## config.mk

```make
export PLATFORM = sky130hd
export DESIGN_NAME = der_signature_encoding_checker_unit_flat
export DESIGN_NICKNAME = d
export VERILOG_FILES = /design/src/dsc_pkg.sv /design/src/dsc_in_if.sv /design/src/dsc_out_if.sv /design/src/dsc_cfg_if.sv /design/src/der_signature_encoding_checker_unit.sv /design/src/dsc_in_stage.sv /design/src/dsc_core.sv /design/src/dsc_out_stage.sv /design/src/flat_wrapper.sv
export SDC_FILE = /design/constraint.sdc
export NUM_CORES = 1
export LEC_CHECK = 0
export BUFFER_PORTS_ARGS = -buffer_cell sky130_fd_sc_hd__clkbuf_2
export CAP_MARGIN = 25
export CELL_PAD_IN_SITES_DETAIL_PLACEMENT = 1
export CELL_PAD_IN_SITES_GLOBAL_PLACEMENT = 1
export CORE_ASPECT_RATIO = 0.75
export CORE_MARGIN = 2
export CORE_UTILIZATION = 42
export CTS_CLUSTER_SIZE = 20
export DETAILED_ROUTE_END_ITERATION = 10
export GPL_ROUTABILITY_DRIVEN = 1
export PLACE_DENSITY_LB_ADDON = 0.1
export SLEW_MARGIN = 20
export SYNTH_ARGS = -nofsm -noshare
export SYNTH_HDL_FRONTEND = slang
export SYNTH_HIERARCHICAL = 1
export SYNTH_SLANG_ARGS = --single-unit
```

## constraint.sdc

```tcl
create_clock -name clk -period 5.1 [get_ports clk]
set_clock_uncertainty 0.1 [all_clocks]
set_input_delay 0.255 -clock clk [delete_from_list [all_inputs] [get_ports clk]]
set_output_delay 0.255 -clock clk [all_outputs]
set_load 0.05 [all_outputs]
```

## src/dsc_pkg.sv

```systemverilog
// Shared types and constants for the DER signature encoding checker.
`timescale 1ns / 1ps

package dsc_pkg;

  localparam int CNT_W      = 7;
  localparam int CFG_IDX_W  = 4;
  localparam int CFG_DATA_W = 8;

  localparam logic [CNT_W-1:0] COUNT_MAX   = 7'd127;
  localparam logic [CNT_W-1:0] SIG_LEN_MIN = 7'd8;
  localparam logic [CNT_W-1:0] SCHNORR_LEN = 7'd64;

  localparam logic [7:0] TAG_SEQ = 8'h30;
  localparam logic [7:0] TAG_INT = 8'h02;

  // register indexes
  localparam logic [CFG_IDX_W-1:0] REG_CHECK_MODE   = 4'd0;
  localparam logic [CFG_IDX_W-1:0] REG_DER_REQUIRED = 4'd1;

  // check_mode codes (the unused code behaves as generic)
  localparam logic [1:0] MODE_GENERIC = 2'd0;
  localparam logic [1:0] MODE_ECDSA   = 2'd1;
  localparam logic [1:0] MODE_SCHNORR = 2'd2;

  // status codes
  localparam logic [1:0] STATUS_OK          = 2'd0;
  localparam logic [1:0] STATUS_BAD_LENGTH  = 2'd1;
  localparam logic [1:0] STATUS_DER_ERROR   = 2'd2;
  localparam logic [1:0] STATUS_NOT_SCHNORR = 2'd3;

  typedef struct packed {
    logic [7:0] sig_byte;
    logic       last_byte;
  } item_t;

  typedef struct packed {
    logic [1:0] status;
    logic       is_schnorr;
  } verdict_t;

endpackage

```

## src/dsc_in_if.sv

```systemverilog
// Input channel: one signature byte per word.
`timescale 1ns / 1ps

interface dsc_in_if;
  logic       valid;
  logic       ready;
  logic [7:0] sig_byte;
  logic       last_byte;

  modport source (output valid, output sig_byte, output last_byte, input ready);
  modport sink   (input valid, input sig_byte, input last_byte, output ready);
endinterface

```

## src/dsc_out_if.sv

```systemverilog
// Output channel: one verdict word per signature.
`timescale 1ns / 1ps

interface dsc_out_if;
  logic       valid;
  logic       ready;
  logic [1:0] status;
  logic       is_schnorr;

  modport source (output valid, output status, output is_schnorr, input ready);
  modport sink   (input valid, input status, input is_schnorr, output ready);
endinterface

```

## src/dsc_cfg_if.sv

```systemverilog
// Configuration write channel.
`timescale 1ns / 1ps

interface dsc_cfg_if;
  import dsc_pkg::*;
  logic                  valid;
  logic                  ready;
  logic [CFG_IDX_W-1:0]  index;
  logic [CFG_DATA_W-1:0] data;

  modport source (output valid, output index, output data, input ready);
  modport sink   (input valid, input index, input data, output ready);
endinterface

```

## src/der_signature_encoding_checker_unit.sv

```systemverilog
// Top level: strict DER / Schnorr length signature encoding checker.
// The verdict word is loaded into the result register when the final byte leaves the input register.
// Throughput: one byte per cycle while no final byte waits for room in the result register;
// set by the single capture/verdict stage between the input register and the result register.
// Reset: synchronous, clears the valid flags of both registers and per-signature state;
// check_mode resets to generic and der_required to 1.
`timescale 1ns / 1ps

module der_signature_encoding_checker_unit #(
  parameter int MAX_SIG_LEN = 72
) (
  input  logic      clk,
  input  logic      rst,
  dsc_in_if.sink    sig_in,
  dsc_out_if.source verdict_out,
  dsc_cfg_if.sink   cfg
);
  import dsc_pkg::*;

  item_t    in_item;
  item_t    item;
  logic     item_valid;
  logic     in_ready;
  logic     advance;
  logic     out_free;
  verdict_t verdict;
  verdict_t verdict_q;

  assign in_item.sig_byte  = sig_in.sig_byte;
  assign in_item.last_byte = sig_in.last_byte;
  assign sig_in.ready      = in_ready;
  assign cfg.ready         = 1'b1;

  // a final byte waits for room in the result register; other bytes always move
  assign advance = item_valid && (!item.last_byte || out_free);

  dsc_in_stage u_in (
    .clk        (clk),
    .rst        (rst),
    .in_valid   (sig_in.valid),
    .in_item    (in_item),
    .in_ready   (in_ready),
    .advance    (advance),
    .item_valid (item_valid),
    .item       (item)
  );

  dsc_core #(
    .MAX_SIG_LEN (MAX_SIG_LEN)
  ) u_core (
    .clk       (clk),
    .rst       (rst),
    .cfg_we    (cfg.valid),
    .cfg_index (cfg.index),
    .cfg_data  (cfg.data),
    .advance   (advance),
    .item      (item),
    .verdict   (verdict)
  );

  dsc_out_stage u_out (
    .clk         (clk),
    .rst         (rst),
    .load        (advance && item.last_byte),
    .verdict_in  (verdict),
    .out_free    (out_free),
    .out_valid   (verdict_out.valid),
    .out_ready   (verdict_out.ready),
    .verdict_out (verdict_q)
  );

  assign verdict_out.status     = verdict_q.status;
  assign verdict_out.is_schnorr = verdict_q.is_schnorr;

endmodule

```

## src/dsc_in_stage.sv

```systemverilog
// Input register for incoming signature bytes.
`timescale 1ns / 1ps

module dsc_in_stage (
  input  logic          clk,
  input  logic          rst,
  input  logic          in_valid,
  input  dsc_pkg::item_t in_item,
  output logic          in_ready,
  input  logic          advance,
  output logic          item_valid,
  output dsc_pkg::item_t item
);
  import dsc_pkg::*;

  assign in_ready = !item_valid || advance;

  always_ff @(posedge clk) begin
    if (rst) begin
      item_valid <= 1'b0;
    end else if (in_ready) begin
      item_valid <= in_valid;
    end
  end

  always_ff @(posedge clk) begin
    if (in_ready && in_valid) begin
      item <= in_item;
    end
  end

endmodule

```

## src/dsc_core.sv

```systemverilog
// Per-signature field capture, configuration registers and verdict logic.
`timescale 1ns / 1ps

module dsc_core #(
  parameter int MAX_SIG_LEN = 72
) (
  input  logic                           clk,
  input  logic                           rst,
  input  logic                           cfg_we,
  input  logic [dsc_pkg::CFG_IDX_W-1:0]  cfg_index,
  input  logic [dsc_pkg::CFG_DATA_W-1:0] cfg_data,
  input  logic                           advance,
  input  dsc_pkg::item_t                 item,
  output dsc_pkg::verdict_t              verdict
);
  import dsc_pkg::*;

  localparam logic [CNT_W-1:0] SIG_LEN_MAX = CNT_W'(MAX_SIG_LEN);

  logic [1:0]       check_mode;
  logic             der_required;

  logic [CNT_W-1:0] byte_count, byte_count_next;
  logic [7:0]       declared_total, declared_total_next;
  logic [7:0]       r_length, r_length_next;
  logic [7:0]       s_length, s_length_next;
  logic [7:0]       r_lead_byte, r_lead_byte_next;
  logic [7:0]       s_lead_byte, s_lead_byte_next;
  logic [1:0]       pad_flags, pad_flags_next;
  logic             tags_ok, tags_ok_next;

  logic [9:0]       pos;
  logic [9:0]       s0;
  logic [7:0]       b;
  logic [7:0]       size8;
  logic             der_ok;
  logic             is64;

  always_ff @(posedge clk) begin
    if (rst) begin
      check_mode   <= MODE_GENERIC;
      der_required <= 1'b1;
    end else if (cfg_we) begin
      unique case (cfg_index)
        REG_CHECK_MODE:   check_mode   <= cfg_data[1:0];
        REG_DER_REQUIRED: der_required <= cfg_data[0];
        default: ;
      endcase
    end
  end

  // capture of the current byte; later positions depend on the stored R length
  always_comb begin
    pos = {3'b000, byte_count};
    s0  = {2'b00, r_length} + 10'd4;
    b   = item.sig_byte;

    byte_count_next     = byte_count;
    declared_total_next = declared_total;
    r_length_next       = r_length;
    s_length_next       = s_length;
    r_lead_byte_next    = r_lead_byte;
    s_lead_byte_next    = s_lead_byte;
    pad_flags_next      = pad_flags;
    tags_ok_next        = tags_ok;

    if (byte_count != COUNT_MAX) begin
      byte_count_next = byte_count + 7'd1;
      if (pos == 10'd0 && b != TAG_SEQ) tags_ok_next = 1'b0;
      if (pos == 10'd1) declared_total_next = b;
      if (pos == 10'd2 && b != TAG_INT) tags_ok_next = 1'b0;
      if (pos == 10'd3) r_length_next = b;
      if (pos == 10'd4) r_lead_byte_next = b;
      if (pos == 10'd5 && r_lead_byte == 8'h00 && !b[7]) pad_flags_next[0] = 1'b1;
      if (pos >= 10'd4) begin
        if (pos == s0 && b != TAG_INT) tags_ok_next = 1'b0;
        if (pos == s0 + 10'd1) s_length_next = b;
        if (pos == s0 + 10'd2) s_lead_byte_next = b;
        if (pos == s0 + 10'd3 && s_lead_byte == 8'h00 && !b[7]) pad_flags_next[1] = 1'b1;
      end
    end
  end

  // strict DER rules on the state including the final byte, and the verdict by check mode
  always_comb begin
    size8  = {1'b0, byte_count_next};
    der_ok = 1'b1;
    if (byte_count_next < SIG_LEN_MIN || byte_count_next > SIG_LEN_MAX) der_ok = 1'b0;
    if (!tags_ok_next) der_ok = 1'b0;
    if (declared_total_next != size8 - 8'd2) der_ok = 1'b0;
    if (r_length_next == 8'd0 || r_lead_byte_next[7]) der_ok = 1'b0;
    if (r_length_next > size8 - 8'd7) der_ok = 1'b0;
    if (r_length_next > 8'd1 && pad_flags_next[0]) der_ok = 1'b0;
    if (s_length_next == 8'd0 || s_lead_byte_next[7]) der_ok = 1'b0;
    if ({2'b00, r_length_next} + {2'b00, s_length_next} + 10'd6 != {2'b00, size8})
      der_ok = 1'b0;
    if (s_length_next > 8'd1 && pad_flags_next[1]) der_ok = 1'b0;

    is64 = (byte_count_next == SCHNORR_LEN);
    verdict.is_schnorr = is64;
    if (check_mode == MODE_SCHNORR) begin
      verdict.status = is64 ? STATUS_OK : STATUS_NOT_SCHNORR;
    end else if (is64) begin
      verdict.status = (check_mode == MODE_ECDSA) ? STATUS_BAD_LENGTH : STATUS_OK;
    end else begin
      verdict.status = (der_required && !der_ok) ? STATUS_DER_ERROR : STATUS_OK;
    end
  end

  always_ff @(posedge clk) begin
    if (rst) begin
      byte_count     <= '0;
      declared_total <= '0;
      r_length       <= '0;
      s_length       <= '0;
      r_lead_byte    <= '0;
      s_lead_byte    <= '0;
      pad_flags      <= '0;
      tags_ok        <= 1'b1;
    end else if (advance) begin
      if (item.last_byte) begin
        byte_count     <= '0;
        declared_total <= '0;
        r_length       <= '0;
        s_length       <= '0;
        r_lead_byte    <= '0;
        s_lead_byte    <= '0;
        pad_flags      <= '0;
        tags_ok        <= 1'b1;
      end else begin
        byte_count     <= byte_count_next;
        declared_total <= declared_total_next;
        r_length       <= r_length_next;
        s_length       <= s_length_next;
        r_lead_byte    <= r_lead_byte_next;
        s_lead_byte    <= s_lead_byte_next;
        pad_flags      <= pad_flags_next;
        tags_ok        <= tags_ok_next;
      end
    end
  end

endmodule

```

## src/dsc_out_stage.sv

```systemverilog
// Result register holding one verdict word until taken.
`timescale 1ns / 1ps

module dsc_out_stage (
  input  logic              clk,
  input  logic              rst,
  input  logic              load,
  input  dsc_pkg::verdict_t verdict_in,
  output logic              out_free,
  output logic              out_valid,
  input  logic              out_ready,
  output dsc_pkg::verdict_t verdict_out
);
  import dsc_pkg::*;

  assign out_free = !out_valid || out_ready;

  always_ff @(posedge clk) begin
    if (rst) begin
      out_valid <= 1'b0;
    end else if (load) begin
      out_valid <= 1'b1;
    end else if (out_ready) begin
      out_valid <= 1'b0;
    end
  end

  always_ff @(posedge clk) begin
    if (load) begin
      verdict_out <= verdict_in;
    end
  end

endmodule
```

## src/flat_wrapper.sv

```systemverilog
// flat-port wrapper written by rule: the top's interface ports become plain ports
module der_signature_encoding_checker_unit_flat import dsc_pkg::*;
#(
  parameter int MAX_SIG_LEN = 72
)
  (clk, rst, sig_in_valid, sig_in_sig_byte, sig_in_last_byte, sig_in_ready, verdict_out_valid, verdict_out_status, verdict_out_is_schnorr, verdict_out_ready, cfg_valid, cfg_index, cfg_data, cfg_ready);
  dsc_in_if sig_in_i ();
  dsc_out_if verdict_out_i ();
  dsc_cfg_if cfg_i ();
  input  logic clk;
  input  logic rst;
  input wire logic [$bits(sig_in_i.valid)-1:0] sig_in_valid;
  input wire logic [$bits(sig_in_i.sig_byte)-1:0] sig_in_sig_byte;
  input wire logic [$bits(sig_in_i.last_byte)-1:0] sig_in_last_byte;
  output wire logic [$bits(sig_in_i.ready)-1:0] sig_in_ready;
  output wire logic [$bits(verdict_out_i.valid)-1:0] verdict_out_valid;
  output wire logic [$bits(verdict_out_i.status)-1:0] verdict_out_status;
  output wire logic [$bits(verdict_out_i.is_schnorr)-1:0] verdict_out_is_schnorr;
  input wire logic [$bits(verdict_out_i.ready)-1:0] verdict_out_ready;
  input wire logic [$bits(cfg_i.valid)-1:0] cfg_valid;
  input wire logic [$bits(cfg_i.index)-1:0] cfg_index;
  input wire logic [$bits(cfg_i.data)-1:0] cfg_data;
  output wire logic [$bits(cfg_i.ready)-1:0] cfg_ready;
  assign sig_in_i.valid = sig_in_valid;
  assign sig_in_i.sig_byte = sig_in_sig_byte;
  assign sig_in_i.last_byte = sig_in_last_byte;
  assign sig_in_ready = sig_in_i.ready;
  assign verdict_out_valid = verdict_out_i.valid;
  assign verdict_out_status = verdict_out_i.status;
  assign verdict_out_is_schnorr = verdict_out_i.is_schnorr;
  assign verdict_out_i.ready = verdict_out_ready;
  assign cfg_i.valid = cfg_valid;
  assign cfg_i.index = cfg_index;
  assign cfg_i.data = cfg_data;
  assign cfg_ready = cfg_i.ready;
  der_signature_encoding_checker_unit #(.MAX_SIG_LEN(MAX_SIG_LEN)) u_core (.clk(clk), .rst(rst), .sig_in(sig_in_i), .verdict_out(verdict_out_i), .cfg(cfg_i));
endmodule
```

==> key figures <==
Run status
  • Status: finished, violations left
  • Failing checks: negative setup slack

Synth
  • Ys flop type: dfxtp_1
  • Asr flop ratio synth: 0%
  • Syn Area/Cell: 8.55 um^2
  • Syn_nets: 639
  • Synth Warn #: 6
  • FF+latch count, synth: 67
  • Post-synth EDFFs: 12
  • Post-Syn Instances: 576
  • Netlist Area Pre-Place: 4920 um^2
  • Number of library cell types mapped by synthesis: 74
  • Seq/Total Area, Yosys: 29.7%

GRT
  • Initial antenna violation count: 0
  • Congestion Overflow GR: 0
  • First-pass GRT wire length: 28700 um
  • Global Route Usage Sum: 30.0%
  • Vias in the first global route: 5124
  • Largest net degree at the start of global routing: 54

Layout
  • N_diodes: 0
  • Most common cell after layout, fill and taps aside: buf_4
  • Fillers: 1309
  • Layout overhead on the synthesized area: 31.1%
  • Commonest cells after routing, fill and taps aside: buf_4, nor2_1, dfxtp_1
  • Layout net count: 729
  • Share of layout cells above drive strength 1: 29.2%
  • Layout Utilization: 56.0%

Setup path
  • Reg-to-Reg Start: u_core/u_core/r_length[3]
  • Reg-to-Reg End: u_core/u_out/verdict_out[2]
  • Crit path launch: u_core/u_core/r_length[3]
  • Crit path capture: u_core/u_out/verdict_out[2]
  • Startpoint Class: flop
  • CP arrival: 5140 ps
  • Crit end category: flop
  • Register-to-Register Path Depth: 22
  • Critical Path Fanout Max: 8
  • WS Path Type: reg -> reg
  • WP data required: 5090 ps
  • Reg2Reg Setup Slack: -40 ps

Clock network
  • Root Buffer: clkbuf_16
  • Max H-tree Level: 3
  • CTS buffer count: 9
  • CTS max path bufs: 2
  • CTS tree: built
  • Worst-skew pair later-pin latency: 330 ps
  • Clock-pin slew on the worst setup and hold paths: 60 ps
  • Clock Sinks: 67

Timing
  • Final worst path period need: 5140 ps
  • Final Hold Fails: 0
  • Fmax: 194 MHz
  • Rel. slew slack: 30.6%
  • Count of pins over their slew limit: 0
  • Final worst path period share: 101%
  • Setup violators final: 1
  • RSZ-0062 raised after global routing: true
  • Worst Tran Pin Value: 1040 ps
  • Final setup margin: -44.1 ps

Worst hold path
  • HP Class: in -> reg

Placement
  • Final HPWL DP: 13500 um
  • Routability cong.: 0.957
  • IO Port Bufs: 24
  • Setup WS pre-CTS: -235 ps

Power and ir drop
  • Power Density: 215 nW/um^2
  • Power Total: 1.39 mW
  • Leakage: 2.66 nW
  • Peak supply drop: 0.000166 V

Detailed routing
  • First-pass DRT Iterations: 5
  • Routed Wire Length: 18800 um
  • # DRC: 0
  • Number of routed nets with antenna violations: 0
  • Number of vias per cell: 5.90
  • Routed len/inst: 22.6 um
  • Starting DRT DRC Count: 372
  • Total number of vias: 4912

Die
  • Die height: 97.8 um
  • IO Pins: 32
  • Starting utilization of the core area: 42.7%
  • Chip width: 129 um
  • Die area: 12600 um^2
  • Row count: 34
  • Core ar.: 11500 um^2

Job
  • MaxCap Viol Count: 0
## layer usage
layer | vias up | GRT usage, % | share of wire, %
li1 | 2275 | - | -
met1 | 2480 | 42.0 | 47
met2 | 133 | 47.3 | 47
met3 | 24 | 5.97 | 4.8
met4 | 0 | 7.69 | 1.9
met5 | - | 0 | 0
## logic make-up (layout without fill, tap and decap cells)
kind of cell | Yosys count | after routing | synth area share (%)
adders and majority gates | 37 | 37 | 9.56
DFF | 67 | 67 | 29.7
muxes | 22 | 22 | 4.83
buffers and inverters | 62 | 157 | 5.34
AOI/OAI and AO/OA | 137 | 137 | 20.0
other | 1 | 1 | 0.0762
xor gates and xnor gates | 49 | 49 | 9.28
and+or+nand+nor | 201 | 201 | 21.2
## synth_stat cells, drive strengths merged (2+ instances only)
master  count  area [um^2]
a221o       2         20.0
or2         2         12.5
nand4       9         62.6
nand2b      8         65.1
o21ai      11         58.8
nand3b      3         22.5
nor3       12         60.1
o41ai       2         25.0
and2        5         33.8
xor2       17          149
xnor2      30          263
mux2       14          158
clkbuf     24         90.1
buf        12         75.1
nand2      27          101
edfxtp     12          360
mux2i       8         80.1
a31oi       9         68.8
o22ai       6         37.5
o211ai      4         30.0
a21oi      27          146
or4         8         60.1
nor4b       2         17.5
or3         6         37.5
dfxtp      55         1100
and3        3         20.0
nor2b       8         50.1
nor4       16          106
o21a        3         22.5
nand3      14         70.1
a21boi      4         30.0
xnor3       2         45.0
nor2       72          270
and4b       2         20.0
ha         36          450
a211oi      3         22.5
inv        26         97.6
a22oi      45          338
and3b       2         17.5
a21o        6         45.0
## worst min-delay path by stage
stage,start,end,cells after the start
after floorplan,rst,u_core/u_in/item_valid,1
after global placement,sig_in_last_byte,u_core/u_in/item[0],1
after detailed placement,sig_in_sig_byte[3],u_core/u_in/item[4],1
after CTS,sig_in_last_byte,u_core/u_in/item[0],1
after global routing,sig_in_last_byte,u_core/u_in/item[0],1
final,sig_in_last_byte,u_core/u_in/item[0],1
## repair_timing
item | CTS | global route
setup endpoints to repair | 1 | 1
endpoints found under the hold margin | 8 | 0
pin swaps | 12 | 14
gates cloned | 0 | 1
gates resized for setup | 34 | 26
hold buffers | 8 | 0
setup buffers | 2 | 3
## sequential cells by signal, indices dropped and copies added, names as in the netlist
name                          flops
u_core/u_in/item_valid            1
u_core/u_core/s_lead_byte         8
u_core/u_core/der_required        1
u_core/u_core/check_mode          2
u_core/u_core/byte_count          7
u_core/u_in/item                  9
u_core/u_core/pad_flags           2
u_core/u_core/r_length            8
u_core/u_out/verdict_out          3
u_core/u_core/declared_total      8
u_core/u_core/s_length            8
u_core/u_out/out_valid            1
u_core/u_core/r_lead_byte         8
u_core/u_core/tags_ok             1
## through the flow
| stage | hold slack, ps | instance area [um^2] | cells | TNS [ps] |
|---|---|---|---|---|
| 4_1_cts | 1.35 | 6260 | 829 | -117 |
| 3_3_place_gp | 332 | 5670 | 803 | -37.3 |
| 2_1_floorplan | 217 | 4940 | 576 | 0 |
| 3_5_place_dp | 334 | 5670 | 803 | -235 |
| 6_report | 10.1 | 6450 | 833 | -44.1 |
| 5_1_grt | 0.962 | 6450 | 833 | -244 |
## worst max-delay path, stage by stage (launching register included)
cell	delay (ps)
dfxtp_2	360
buf_6	140
nand4_1	190
nor3_2	330
nor2_2	70
or3_1	400
a21oi_2	210
o21ai_4	130
mux2i_2	250
ha_1	280
inv_2	80
ha_4	140
inv_2	40
fa_2	350
nand2b_4	160
a21oi_4	190
xor2_2	190
xnor2_2	140
nand4_1	120
or4_4	450
o41ai_4	250
a21oi_1	110
a31o_1	210
## power breakdown
group	switching (mW)	total, mW	leakage, nW	internal [mW]
registers	0.0120	0.559	0.557	0.547
clock network	0.237	0.711	0.164	0.474
logic	0.0777	0.120	1.94	0.0419
## final cells by class
class	count	area [um^2]	area share, %
clock buffers	10	229	3.55
flip-flops and latches	67	1470	22.7
repair buffers	115	832	12.9
multi-input cells	447	3520	54.6
well taps	162	203	3.14
clock inverters	6	104	1.61
inverters	26	97.6	1.51
Power figures use the tool's default switching activity.
